$ cat config.mk
export PLATFORM = sky130hd
export DESIGN_NAME = connected_component_labeler
export DESIGN_NICKNAME = d
export VERILOG_FILES = /design/src/rtl/ccl_pkg.sv /design/src/rtl/connected_component_labeler.sv /design/src/rtl/ccl_ctrl.sv /design/src/rtl/ccl_datapath.sv
export SDC_FILE = /design/constraint.sdc
export NUM_CORES = 1
export LEC_CHECK = 0
export BUFFER_PORTS_ARGS = -buffer_cell sky130_fd_sc_hd__clkbuf_2
export CAP_MARGIN = 10
export CORE_UTILIZATION = 45
export CTS_BUF_LIST = sky130_fd_sc_hd__clkbuf_8
export CTS_CLUSTER_SIZE = 30
export DETAILED_ROUTE_END_ITERATION = 8
export PLACE_DENSITY_LB_ADDON = 0.1
export SYNTH_ARGS = -nofsm -noshare
export SYNTH_HDL_FRONTEND = slang
export SYNTH_HIERARCHICAL = 1
export SYNTH_SLANG_ARGS = --single-unit
$ cat constraint.sdc
create_clock -name clk -period 5.4 [get_ports clk]
set_input_delay 0.54 -clock clk [delete_from_list [all_inputs] [get_ports clk]]
set_output_delay 0.54 -clock clk [all_outputs]
set_load 0.02 [all_outputs]
$ cat src/rtl/ccl_pkg.sv
`timescale 1ns / 1ps

package ccl_pkg;

    localparam int MAX_NODES_DEFAULT = 16;
    localparam int MASK_W = 16;
    localparam int IDX_W = 4;
    localparam int CNT_W = 5;
    localparam int NODE_LIMIT = 16;
    localparam logic [CNT_W-1:0] NODE_COUNT_RESET = 5'd10;

    typedef struct packed {
        logic load;
        logic start_run;
        logic scan_skip;
        logic scan_open;
        logic rewind;
        logic pop;
        logic expand;
        logic close_comp;
        logic emit;
    } cmd_t;

    typedef struct packed {
        logic scan_done;
        logic node_visited;
        logic frontier_empty;
        logic emit_last;
    } status_t;

endpackage

$ cat src/rtl/connected_component_labeler.sv
`timescale 1ns / 1ps
// Rows load at one item per cycle while busy is low; an item without last_row leaves busy low.
// After the last row, the walk scans each node in turn, pops and expands every node of a
// component, and closes each component; then n results follow, one per node.
// busy stays high until the final label read; the receiver cannot stall the results.
// Reset is asynchronous, active low: node_count returns to 10 and all control clears.

module connected_component_labeler
#(
    parameter int MAX_NODES = ccl_pkg::MAX_NODES_DEFAULT
)
(
    input  logic                        clk,
    input  logic                        rst_n,
    input  logic                        start,
    output logic                        busy,
    input  logic [ccl_pkg::IDX_W-1:0]   row_index,
    input  logic [ccl_pkg::MASK_W-1:0]  row_bits,
    input  logic                        last_row,
    input  logic                        node_count_we,
    input  logic [ccl_pkg::CNT_W-1:0]   node_count_wdata,
    output logic                        result_valid,
    output logic [ccl_pkg::IDX_W-1:0]   node_index,
    output logic [ccl_pkg::IDX_W-1:0]   component_id,
    output logic [ccl_pkg::CNT_W-1:0]   component_count,
    output logic                        last_result
);

    ccl_pkg::cmd_t    cmd;
    ccl_pkg::status_t status;

    ccl_ctrl u_ctrl
    (
        .clk      (clk),
        .rst_n    (rst_n),
        .start    (start),
        .last_row (last_row),
        .status   (status),
        .cmd      (cmd),
        .busy     (busy)
    );

    ccl_datapath
    #(
        .MAX_NODES (MAX_NODES)
    )
    u_datapath
    (
        .clk              (clk),
        .rst_n            (rst_n),
        .cmd              (cmd),
        .status           (status),
        .row_index        (row_index),
        .row_bits         (row_bits),
        .node_count_we    (node_count_we),
        .node_count_wdata (node_count_wdata),
        .result_valid     (result_valid),
        .node_index       (node_index),
        .component_id     (component_id),
        .component_count  (component_count),
        .last_result      (last_result)
    );

endmodule

$ cat src/rtl/ccl_ctrl.sv
`timescale 1ns / 1ps

module ccl_ctrl
(
    input  logic              clk,
    input  logic              rst_n,
    input  logic              start,
    input  logic              last_row,
    input  ccl_pkg::status_t  status,
    output ccl_pkg::cmd_t     cmd,
    output logic              busy
);

    typedef enum logic [2:0] {
        ST_IDLE,
        ST_SCAN,
        ST_POP,
        ST_EXPAND,
        ST_OUT
    } state_t;

    state_t state_reg;
    state_t state_next;

    always_comb
    begin
        cmd = '0;
        state_next = state_reg;
        case (state_reg)
            ST_IDLE:
            begin
                if (start)
                begin
                    cmd.load = 1'b1;
                    if (last_row)
                    begin
                        cmd.start_run = 1'b1;
                        state_next = ST_SCAN;
                    end
                end
            end
            ST_SCAN:
            begin
                if (status.scan_done)
                begin
                    cmd.rewind = 1'b1;
                    state_next = ST_OUT;
                end
                else if (status.node_visited)
                begin
                    cmd.scan_skip = 1'b1;
                end
                else
                begin
                    cmd.scan_open = 1'b1;
                    state_next = ST_POP;
                end
            end
            ST_POP:
            begin
                if (status.frontier_empty)
                begin
                    cmd.close_comp = 1'b1;
                    state_next = ST_SCAN;
                end
                else
                begin
                    cmd.pop = 1'b1;
                    state_next = ST_EXPAND;
                end
            end
            ST_EXPAND:
            begin
                cmd.expand = 1'b1;
                state_next = ST_POP;
            end
            ST_OUT:
            begin
                cmd.emit = 1'b1;
                if (status.emit_last)
                begin
                    state_next = ST_IDLE;
                end
            end
            default:
            begin
                state_next = ST_IDLE;
            end
        endcase
    end

    always_ff @(posedge clk or negedge rst_n)
    begin
        if (!rst_n)
        begin
            state_reg <= ST_IDLE;
        end
        else
        begin
            state_reg <= state_next;
        end
    end

    assign busy = (state_reg != ST_IDLE);

endmodule

$ cat src/rtl/ccl_datapath.sv
`timescale 1ns / 1ps

module ccl_datapath
#(
    parameter int MAX_NODES = ccl_pkg::MAX_NODES_DEFAULT
)
(
    input  logic                        clk,
    input  logic                        rst_n,
    input  ccl_pkg::cmd_t               cmd,
    output ccl_pkg::status_t            status,
    input  logic [ccl_pkg::IDX_W-1:0]   row_index,
    input  logic [ccl_pkg::MASK_W-1:0]  row_bits,
    input  logic                        node_count_we,
    input  logic [ccl_pkg::CNT_W-1:0]   node_count_wdata,
    output logic                        result_valid,
    output logic [ccl_pkg::IDX_W-1:0]   node_index,
    output logic [ccl_pkg::IDX_W-1:0]   component_id,
    output logic [ccl_pkg::CNT_W-1:0]   component_count,
    output logic                        last_result
);

    localparam int LIMIT = (MAX_NODES < ccl_pkg::NODE_LIMIT) ? MAX_NODES : ccl_pkg::NODE_LIMIT;
    localparam int AW = $clog2(LIMIT);
    localparam int MW = ccl_pkg::MASK_W;
    localparam int IW = ccl_pkg::IDX_W;
    localparam int CW = ccl_pkg::CNT_W;

    logic [MW-1:0] adj_mem [LIMIT];
    logic [IW-1:0] lbl_mem [LIMIT];

    logic [CW-1:0] node_count_reg;
    logic [MW-1:0] vis_reg;
    logic [MW-1:0] vis_next;
    logic [MW-1:0] fr_reg;
    logic [MW-1:0] fr_next;
    logic [CW-1:0] cnt_reg;
    logic [CW-1:0] cnt_next;
    logic [CW-1:0] idx_reg;
    logic [CW-1:0] idx_next;
    logic          valid_reg;

    logic [MW-1:0] adj_rd_reg;
    logic [IW-1:0] lbl_rd_reg;
    logic [IW-1:0] node_index_reg;
    logic [CW-1:0] count_out_reg;
    logic          last_reg;

    logic [CW-1:0] n_eff;
    logic [MW-1:0] in_use;
    logic [IW-1:0] low_f;
    logic [MW-1:0] nb;
    logic          row_in_range;

    function automatic logic [IW-1:0] lowest_set(input logic [MW-1:0] m);
        logic [IW-1:0] k;
        k = '0;
        for (int j = MW - 1; j >= 0; j--)
        begin
            if (m[j])
            begin
                k = IW'(j);
            end
        end
        return k;
    endfunction

    always_comb
    begin
        if (node_count_reg == '0)
        begin
            n_eff = CW'(1);
        end
        else if (node_count_reg > CW'(ccl_pkg::NODE_LIMIT))
        begin
            n_eff = CW'(ccl_pkg::NODE_LIMIT);
        end
        else
        begin
            n_eff = node_count_reg;
        end
        if (n_eff > CW'(LIMIT))
        begin
            n_eff = CW'(LIMIT);
        end
    end

    always_comb
    begin
        for (int j = 0; j < MW; j++)
        begin
            in_use[j] = (CW'(j) < n_eff);
        end
    end

    assign low_f = lowest_set(fr_reg);
    assign nb = adj_rd_reg & in_use & ~vis_reg;
    assign row_in_range = ({1'b0, row_index} < n_eff);

    always_comb
    begin
        vis_next = vis_reg;
        fr_next = fr_reg;
        cnt_next = cnt_reg;
        idx_next = idx_reg;
        if (cmd.start_run)
        begin
            vis_next = '0;
            fr_next = '0;
            cnt_next = '0;
            idx_next = '0;
        end
        if (cmd.scan_skip || cmd.emit)
        begin
            idx_next = idx_reg + CW'(1);
        end
        if (cmd.scan_open)
        begin
            vis_next = vis_reg | (MW'(1) << idx_reg[IW-1:0]);
            fr_next = MW'(1) << idx_reg[IW-1:0];
        end
        if (cmd.rewind)
        begin
            idx_next = '0;
        end
        if (cmd.pop)
        begin
            fr_next = fr_reg & ~(MW'(1) << low_f);
        end
        if (cmd.expand)
        begin
            vis_next = vis_reg | nb;
            fr_next = fr_reg | nb;
        end
        if (cmd.close_comp)
        begin
            cnt_next = cnt_reg + CW'(1);
            idx_next = idx_reg + CW'(1);
        end
    end

    always_ff @(posedge clk or negedge rst_n)
    begin
        if (!rst_n)
        begin
            node_count_reg <= ccl_pkg::NODE_COUNT_RESET;
            vis_reg <= '0;
            fr_reg <= '0;
            cnt_reg <= '0;
            idx_reg <= '0;
            valid_reg <= 1'b0;
        end
        else
        begin
            if (node_count_we)
            begin
                node_count_reg <= node_count_wdata;
            end
            vis_reg <= vis_next;
            fr_reg <= fr_next;
            cnt_reg <= cnt_next;
            idx_reg <= idx_next;
            valid_reg <= cmd.emit;
        end
    end

    always_ff @(posedge clk)
    begin
        if (cmd.load && row_in_range)
        begin
            adj_mem[row_index[AW-1:0]] <= row_bits;
        end
        if (cmd.pop)
        begin
            adj_rd_reg <= adj_mem[low_f[AW-1:0]];
            lbl_mem[low_f[AW-1:0]] <= cnt_reg[IW-1:0];
        end
        if (cmd.emit)
        begin
            lbl_rd_reg <= lbl_mem[idx_reg[AW-1:0]];
            node_index_reg <= idx_reg[IW-1:0];
            last_reg <= status.emit_last;
            count_out_reg <= status.emit_last ? cnt_reg : '0;
        end
    end

    assign status.scan_done = (idx_reg >= n_eff);
    assign status.node_visited = vis_reg[idx_reg[IW-1:0]];
    assign status.frontier_empty = (fr_reg == '0);
    assign status.emit_last = (idx_reg == n_eff - CW'(1));

    assign result_valid = valid_reg;
    assign node_index = node_index_reg;
    assign component_id = lbl_rd_reg;
    assign component_count = count_out_reg;
    assign last_result = last_reg;

endmodule

==> flow_summary.yaml, run 1 <==
run_status:
  run_status: "completed"
global_route:
  overflow: 0
  grt_pass1_vias: 10610
  grt_pass1_wl_um: 67400
  antenna_found_initial: 1
  grt_max_degree: 52
  track_usage: 0.2397
drt:
  drc: 0
  drtAntennaViolNets: 0
  routed_wl_um: 45040
  wire_per_inst_um: 25.33
  firstDrtPassIters: 5
  drt-initial-drc-count: 877
  avgViaCountPerCell: 6.019
  routed-via-count: 10700
synthesis:
  synth_mux_area_frac: 0.04920
  synth_top_family_by_area: "compound AO/OA/AOI/OAI gates"
  synthAdderAreaFrac: 0.01256
  synth_top_area_share: 0.6206
  syn_area_per_cell_sq_um: 14.50
  ys_seq_area_frac: 0.6961
  synth_area_sq_um: 16940
  synth_area_leaders: "edfxtp_1, dfrtp_1, mux4_2"
  yosysTopAreaCell: "edfxtp_1"
  syn_inst: 1168
  synthXorXnorAreaFrac: 0.003620
  synth_ff_type: "edfxtp_1"
  async_flop_share: 0.1272
  yosys_warnings: 6
  synth.distinct_cells: 86
  synth-seq-cells: 401
  synth_edf_count: 350
  syn_nets: 1215
  synthSimpleGateAreaFrac: 0.08799
  synth_compound_area_frac: 0.1271
clocking:
  cts_buffer_depth: 3
  root_buffer: "clkbuf_8"
  cts_buffers: 67
  cts_max_level: 3
  cts_resized: 0
  cts_hold_buffers: 0
  cts_sinks: 401
  cts_tree: "yes"
  cts_setup_buffers: 0
  clock_latency_ns: 0.62
  clk_pin_slew_ns: 0.06
critical_path:
  critical_path_class: "flip-flop to flip-flop"
  crit_path_max_incr_delay_ns: 0.54
  reg2reg_depth: 18
  worst-path-max-fanout: 16
  cp_num_buf_inv: 3
  r2r_start: "u_datapath/node_count_reg[4]"
  r2r_setup_slack_ns: 0.71
  crit_path_end_kind: "flip-flop"
  arrival_ns: 5.18
  path_cells: "clkinv_1 > o21ai_0 > inv_1 > ha_1 > nand2b_1 > a21o_1 > a21oi_1 > nor2b_1 > o21ai_0 > nand2b_1 > nor4b_2 > nor2b_1 > buf_4 > or4_1 > nand2_1 > a31o_2 > nand2b_1 > a32o_1"
  crit_end: "u_datapath/fr_reg[11]"
  path_depth: 18
  slowest_stage: "dfrtp_1"
  critPathLaunch: "u_datapath/node_count_reg[4]"
  crit_top_cell: "nand2b_1"
  critPathTopFamily: "simple AND/OR/NAND/NOR gates"
  start_kind: "flip-flop"
  r2r_end: "u_datapath/fr_reg[11]"
  required_ns: 5.90
timing:
  fmax_mhz: 213.4
  max_slew_margin: 0.2156
  fin_crit_ns: 4.686
  rsz0062_at_grt: "no"
  slew_viol_final: 0
  finalHoldViolCount: 0
  setup_viol: 0
  worstMarginPinSlew_ns: 1.175
  post-route-period-util: 0.8678
  tns_ns: 0
  clock_skew_ns: 0.02502
floorplan:
  dieArea_sq_um: 38420
  fp.dieW_um: 196
  rows: 70
  io_pins: 46
  fp.coreArea_sq_um: 36790
  die_h_um: 196
  start_util: 0.4604
final_layout:
  final_area_sq_um: 19020
  largest_reg_flops: 256
  fin_nets: 1309
  diodes: 0
  layout-drive-gt1-share: 0.1878
  area_delta_synth_final_pct: 12.32
pwr:
  p_leak_uw: 0.006576
  peakVddDrop_mv: 0.2256
  p_per_area_nw_per_um2: 496.3
job:
  drv_cap: 0
placement:
  dp_hpwl_um: 28890
  gp_congestion: 0.9151
  placed_area_sq_um: 17850
  numPortBuffers: 45
hold_path:
  hold_class: "input port to async pin"
metal layers:
metal,wire length (um),global-route usage
met1,19530,0.3291
met2,21260,0.3828
met3,2777,0.03885
met4,1458,0.09549
met5,16,0
power by group:
| group | total, uW | internal [uW] | switching [uW] |
|---|---|---|---|
| Sequential | 4140 | 3780 | 366 |
| Clock | 2390 | 1200 | 1190 |
| Combinational | 2910 | 1010 | 1900 |
kinds of logic (layout without fill, tap and decap cells):
family,Yosys count,in the layout
compound gates,310,310
buf+inv,85,227
simple gates,297,297
flops,401,401
xor+xnor,7,7
mux,51,51
fa+ha+maj,17,17
cells in the final DEF (no fill, tap or decap), drive strengths merged, types with 17 or more instances in the layout:
cell type / n
and3: 19
a21oi: 54
ha: 17
nor2: 74
mux2i: 18
clkinv: 22
clkbuf: 115
nand3: 21
inv: 42
nand2: 94
a22oi: 32
buf: 45
mux4: 25
edfxtp: 350
dfrtp: 49
o21ai: 72
a31oi: 36
per-stage QoR:
stage                 util  power (uW)  hold WS [ns]  instances  setup slack [ns]
global placement    0.4851        7065        0.5402       1660            0.9736
global route        0.5171        9890        0.1070       1778            0.2727
finish              0.5171        9440       0.02570       1778            0.7140
CTS                 0.5171        9502       0.05437       1778            0.7968
floorplan                -        5968        0.2444       1168             1.402
detailed placement  0.4853        7098        0.5350       1661            0.8434
worst register-to-register path, cell delays in order, from the launching register on:
cell	delay, ns
dfrtp_1	0.54
clkinv_1	0.31
o21ai_0	0.23
inv_1	0.11
ha_1	0.31
nand2b_1	0.15
a21o_1	0.17
a21oi_1	0.14
nor2b_1	0.06
o21ai_0	0.14
nand2b_1	0.13
nor4b_2	0.32
nor2b_1	0.18
buf_4	0.15
or4_1	0.44
nand2_1	0.47
a31o_2	0.37
nand2b_1	0.14
a32o_1	0.21
Yosys cell counts (all sizes together), types with 4 or more instances:
| library cell | count |
|---|---|
| nor2b | 6 |
| mux2i | 18 |
| nand2b | 14 |
| buf | 34 |
| a221oi | 14 |
| a31oi | 36 |
| a221o | 5 |
| nor2 | 74 |
| a21boi | 5 |
| a21o | 4 |
| or3 | 11 |
| clkbuf | 31 |
| o211ai | 5 |
| nand2 | 94 |
| ha | 17 |
| a211oi | 10 |
| a22oi | 32 |
| mux4 | 25 |
| nor4 | 16 |
| o22a | 4 |
| mux2 | 8 |
| or4 | 8 |
| nor3 | 8 |
| and3 | 19 |
| o22ai | 8 |
| o31ai | 4 |
| o21ai | 72 |
| a22o | 16 |
| dfrtp | 49 |
| and2 | 11 |
| a32o | 5 |
| inv | 18 |
| a21oi | 54 |
| edfxtp | 350 |
| xnor2 | 5 |
| nand3 | 21 |
cell type report:
cell class | count | area (sq um)
Fill cell | 3146 | 17760
Sequential cell | 401 | 11790
Multi-Input combinational cell | 682 | 4841
Clock buffer | 70 | 963.4
Tap cell | 468 | 585.6
Timing Repair Buffer | 90 | 563.0
Clock inverter | 47 | 205.2
Inverter | 20 | 75.07
how the worst min path moves through the flow:
stage / from / to / slack [ns] / cells after the start
finish: rst_n / u_ctrl/state_reg[1] / 0.03 / 2
global route: rst_n / u_datapath/idx_reg[1] / 0.11 / 2
CTS: rst_n / u_ctrl/state_reg[1] / 0.05 / 2
detailed placement: u_datapath/cnt_reg[4] / u_datapath/cnt_reg[4] / 0.54 / 1
global placement: u_datapath/cnt_reg[4] / u_datapath/cnt_reg[4] / 0.54 / 1
floorplan: rst_n / u_ctrl/state_reg[0] / 0.24 / 0
Power figures use the tool's default switching activity.
==> run 2, diff against run 1 <==
--- a/config.mk
+++ b/config.mk
@@ -7,7 +7,7 @@
 export LEC_CHECK = 0
 export BUFFER_PORTS_ARGS = -buffer_cell sky130_fd_sc_hd__clkbuf_2
 export CAP_MARGIN = 10
-export CORE_UTILIZATION = 45
+export CORE_UTILIZATION = 60
 export CTS_BUF_LIST = sky130_fd_sc_hd__clkbuf_8
 export CTS_CLUSTER_SIZE = 30
 export DETAILED_ROUTE_END_ITERATION = 8
==> run 2 against run 1 <==
  * Final area down 0.80%
  * Global-route usage up 5.4 points
  * Combinational power fell by 4%
  * Critical path depth down 1
  * Maximum frequency shrank 2.7%
  * Critical path type unchanged
  * Critical endpoint unchanged
==> flow_summary.yaml, run 2 (same netlist as run 1, synthesis figures left out) <==
final_layout:
  area_delta_synth_final_pct: 11.42
  final_cells: 1682
  largest_reg_flops: 256
  mostFrequentLayoutCell: "edfxtp_1"
  diodes: 0
  fin_util: 0.6792
  fin_nets: 1300
  layout-drive-gt1-share: 0.1779
  final.fill_count: 2002
  mostFrequentLayoutCells: "edfxtp_1, nand2_1, nor2_1"
clocking:
  cts_hold_buffers: 0
  cts_buffer_depth: 3
  root_buffer: "clkbuf_8"
  cts_setup_buffers: 0
  cts_resized: 0
  cts_max_level: 3
  cts_tree: "yes"
  clock_latency_ns: 0.60
  cts_sinks: 401
  clk_pin_slew_ns: 0.06
  cts_buffers: 66
critical_path:
  arrival_ns: 5.29
  critical_path_class: "flip-flop to flip-flop"
  crit_path_end_kind: "flip-flop"
  worst-path-max-fanout: 16
  required_ns: 5.87
  start_kind: "flip-flop"
  r2r_setup_slack_ns: 0.58
drt:
  avgViaCountPerCell: 6.335
  routed-via-count: 10660
  firstDrtPassIters: 7
  wire_per_inst_um: 24.39
  drc: 0
  routed_wl_um: 41020
  drtAntennaViolNets: 0
  drt-initial-drc-count: 909
floorplan:
  die_h_um: 170.0
  io_pins: 46
  rows: 61
  dieArea_sq_um: 28900
  fp.dieW_um: 170.0
  fp.coreArea_sq_um: 27780
  start_util: 0.6096
timing:
  post-route-period-util: 0.8921
  fmax_mhz: 207.6
  setup_ws_ns: 0.5829
  worstMarginPinSlew_ns: 1.114
  clock_skew_ns: 0.03099
  fin_crit_ns: 4.817
  slew_viol_final: 0
  rsz0062_at_grt: "no"
  whs_ns: 0.07434
  finalHoldViolCount: 0
  tns_ns: 0
  setup_viol: 0
  max_slew_margin: 0.2543
global_route:
  grt_busiest_layer: "met2"
  antenna_found_initial: 0
  gr-usage-met3: 0.04419
  track_usage: 0.2940
  grt_pass1_wl_um: 62160
  grt_max_degree: 52
  grt_use_met2: 0.4895
  overflow: 0
  use_met1: 0.3858
  grt_pass1_vias: 10470
placement:
  dp.cells: 1563
  dp_hpwl_um: 26190
  numPortBuffers: 45
  post-place-ws_ns: 0.6836
  gp_congestion: 0.8811
pwr:
  peakVddDrop_mv: 0.2352
  p_leak_uw: 0.006542
  p_per_area_nw_per_um2: 496.3
job:
  drv_cap: 0
run_status:
  run_status: "completed"
hold_path:
  hold_class: "input port to async pin"
[run 2: cell count changes in the layout (fill, tap and decap cells not counted), moves of 3 or more]
cell        change
clkinv_2        +3
inv_1           -7
clkinv_1        +6
buf_4           -8
nor2_2          -9
clkinvlp_4      -3
nor2_1          +9
[run 2: final timing paths]
kind                                         startpoint                            to  cells after the start
setup / recovery           u_datapath/node_count_reg[4]         u_datapath/fr_reg[11]                     17
hold / removal                                    rst_n           u_ctrl/state_reg[2]                      2
setup reg to reg           u_datapath/node_count_reg[4]         u_datapath/fr_reg[11]                     17
hold reg to reg                u_datapath/adj_rd_reg[0]         u_datapath/vis_reg[0]                      2
max in group asynchronous                         rst_n  u_datapath/node_count_reg[2]                      2
min in group clk                    node_count_wdata[0]  u_datapath/node_count_reg[0]                      2
[run 2: through the flow]
stage               instance area [sq um]  power [uW]
CTS                                 18870        9389
finish                              18870        9366
detailed placement                  17660        6960
global route                        18870        9780
global placement                    17660        6893
floorplan                           16940        5968
[run 2: worst max-delay path, cell delays in order (launching register included)]
cell	delay, ns
dfrtp_1	0.54
clkinv_1	0.31
o21ai_0	0.23
inv_1	0.11
ha_1	0.31
nand2b_1	0.15
a21o_1	0.17
a21oi_1	0.14
nor2b_1	0.06
o21ai_0	0.14
nand2b_1	0.13
nor4b_2	0.32
nor2b_1	0.41
or4_1	0.53
nand2_1	0.46
a31o_2	0.36
nand2b_1	0.13
a32o_1	0.20
[run 2: where the power goes]
| part | switching, uW | internal, uW | total, uW |
|---|---|---|---|
| clock network | 1190 | 1240 | 2430 |
| registers | 356 | 3780 | 4130 |
| logic | 1820 | 985 | 2800 |
[run 2: layer usage]
metal,routed length (um),vias to the layer above
li1,-,4795
met1,16410,5289
met2,20290,470
met3,2702,102
met4,1616,0
met5,0,-
[run 2: cell type report]
cell class	count	area, sq um	share of cell area
clock buffers	68	935.9	0.04960
clock inverters	51	276.5	0.01465
inverters	20	75.07	0.003978
multi-input cells	682	4818	0.2553
flip-flops and latches	401	11790	0.6247
well taps	378	473.0	0.02506
repair buffers	82	503.0	0.02665
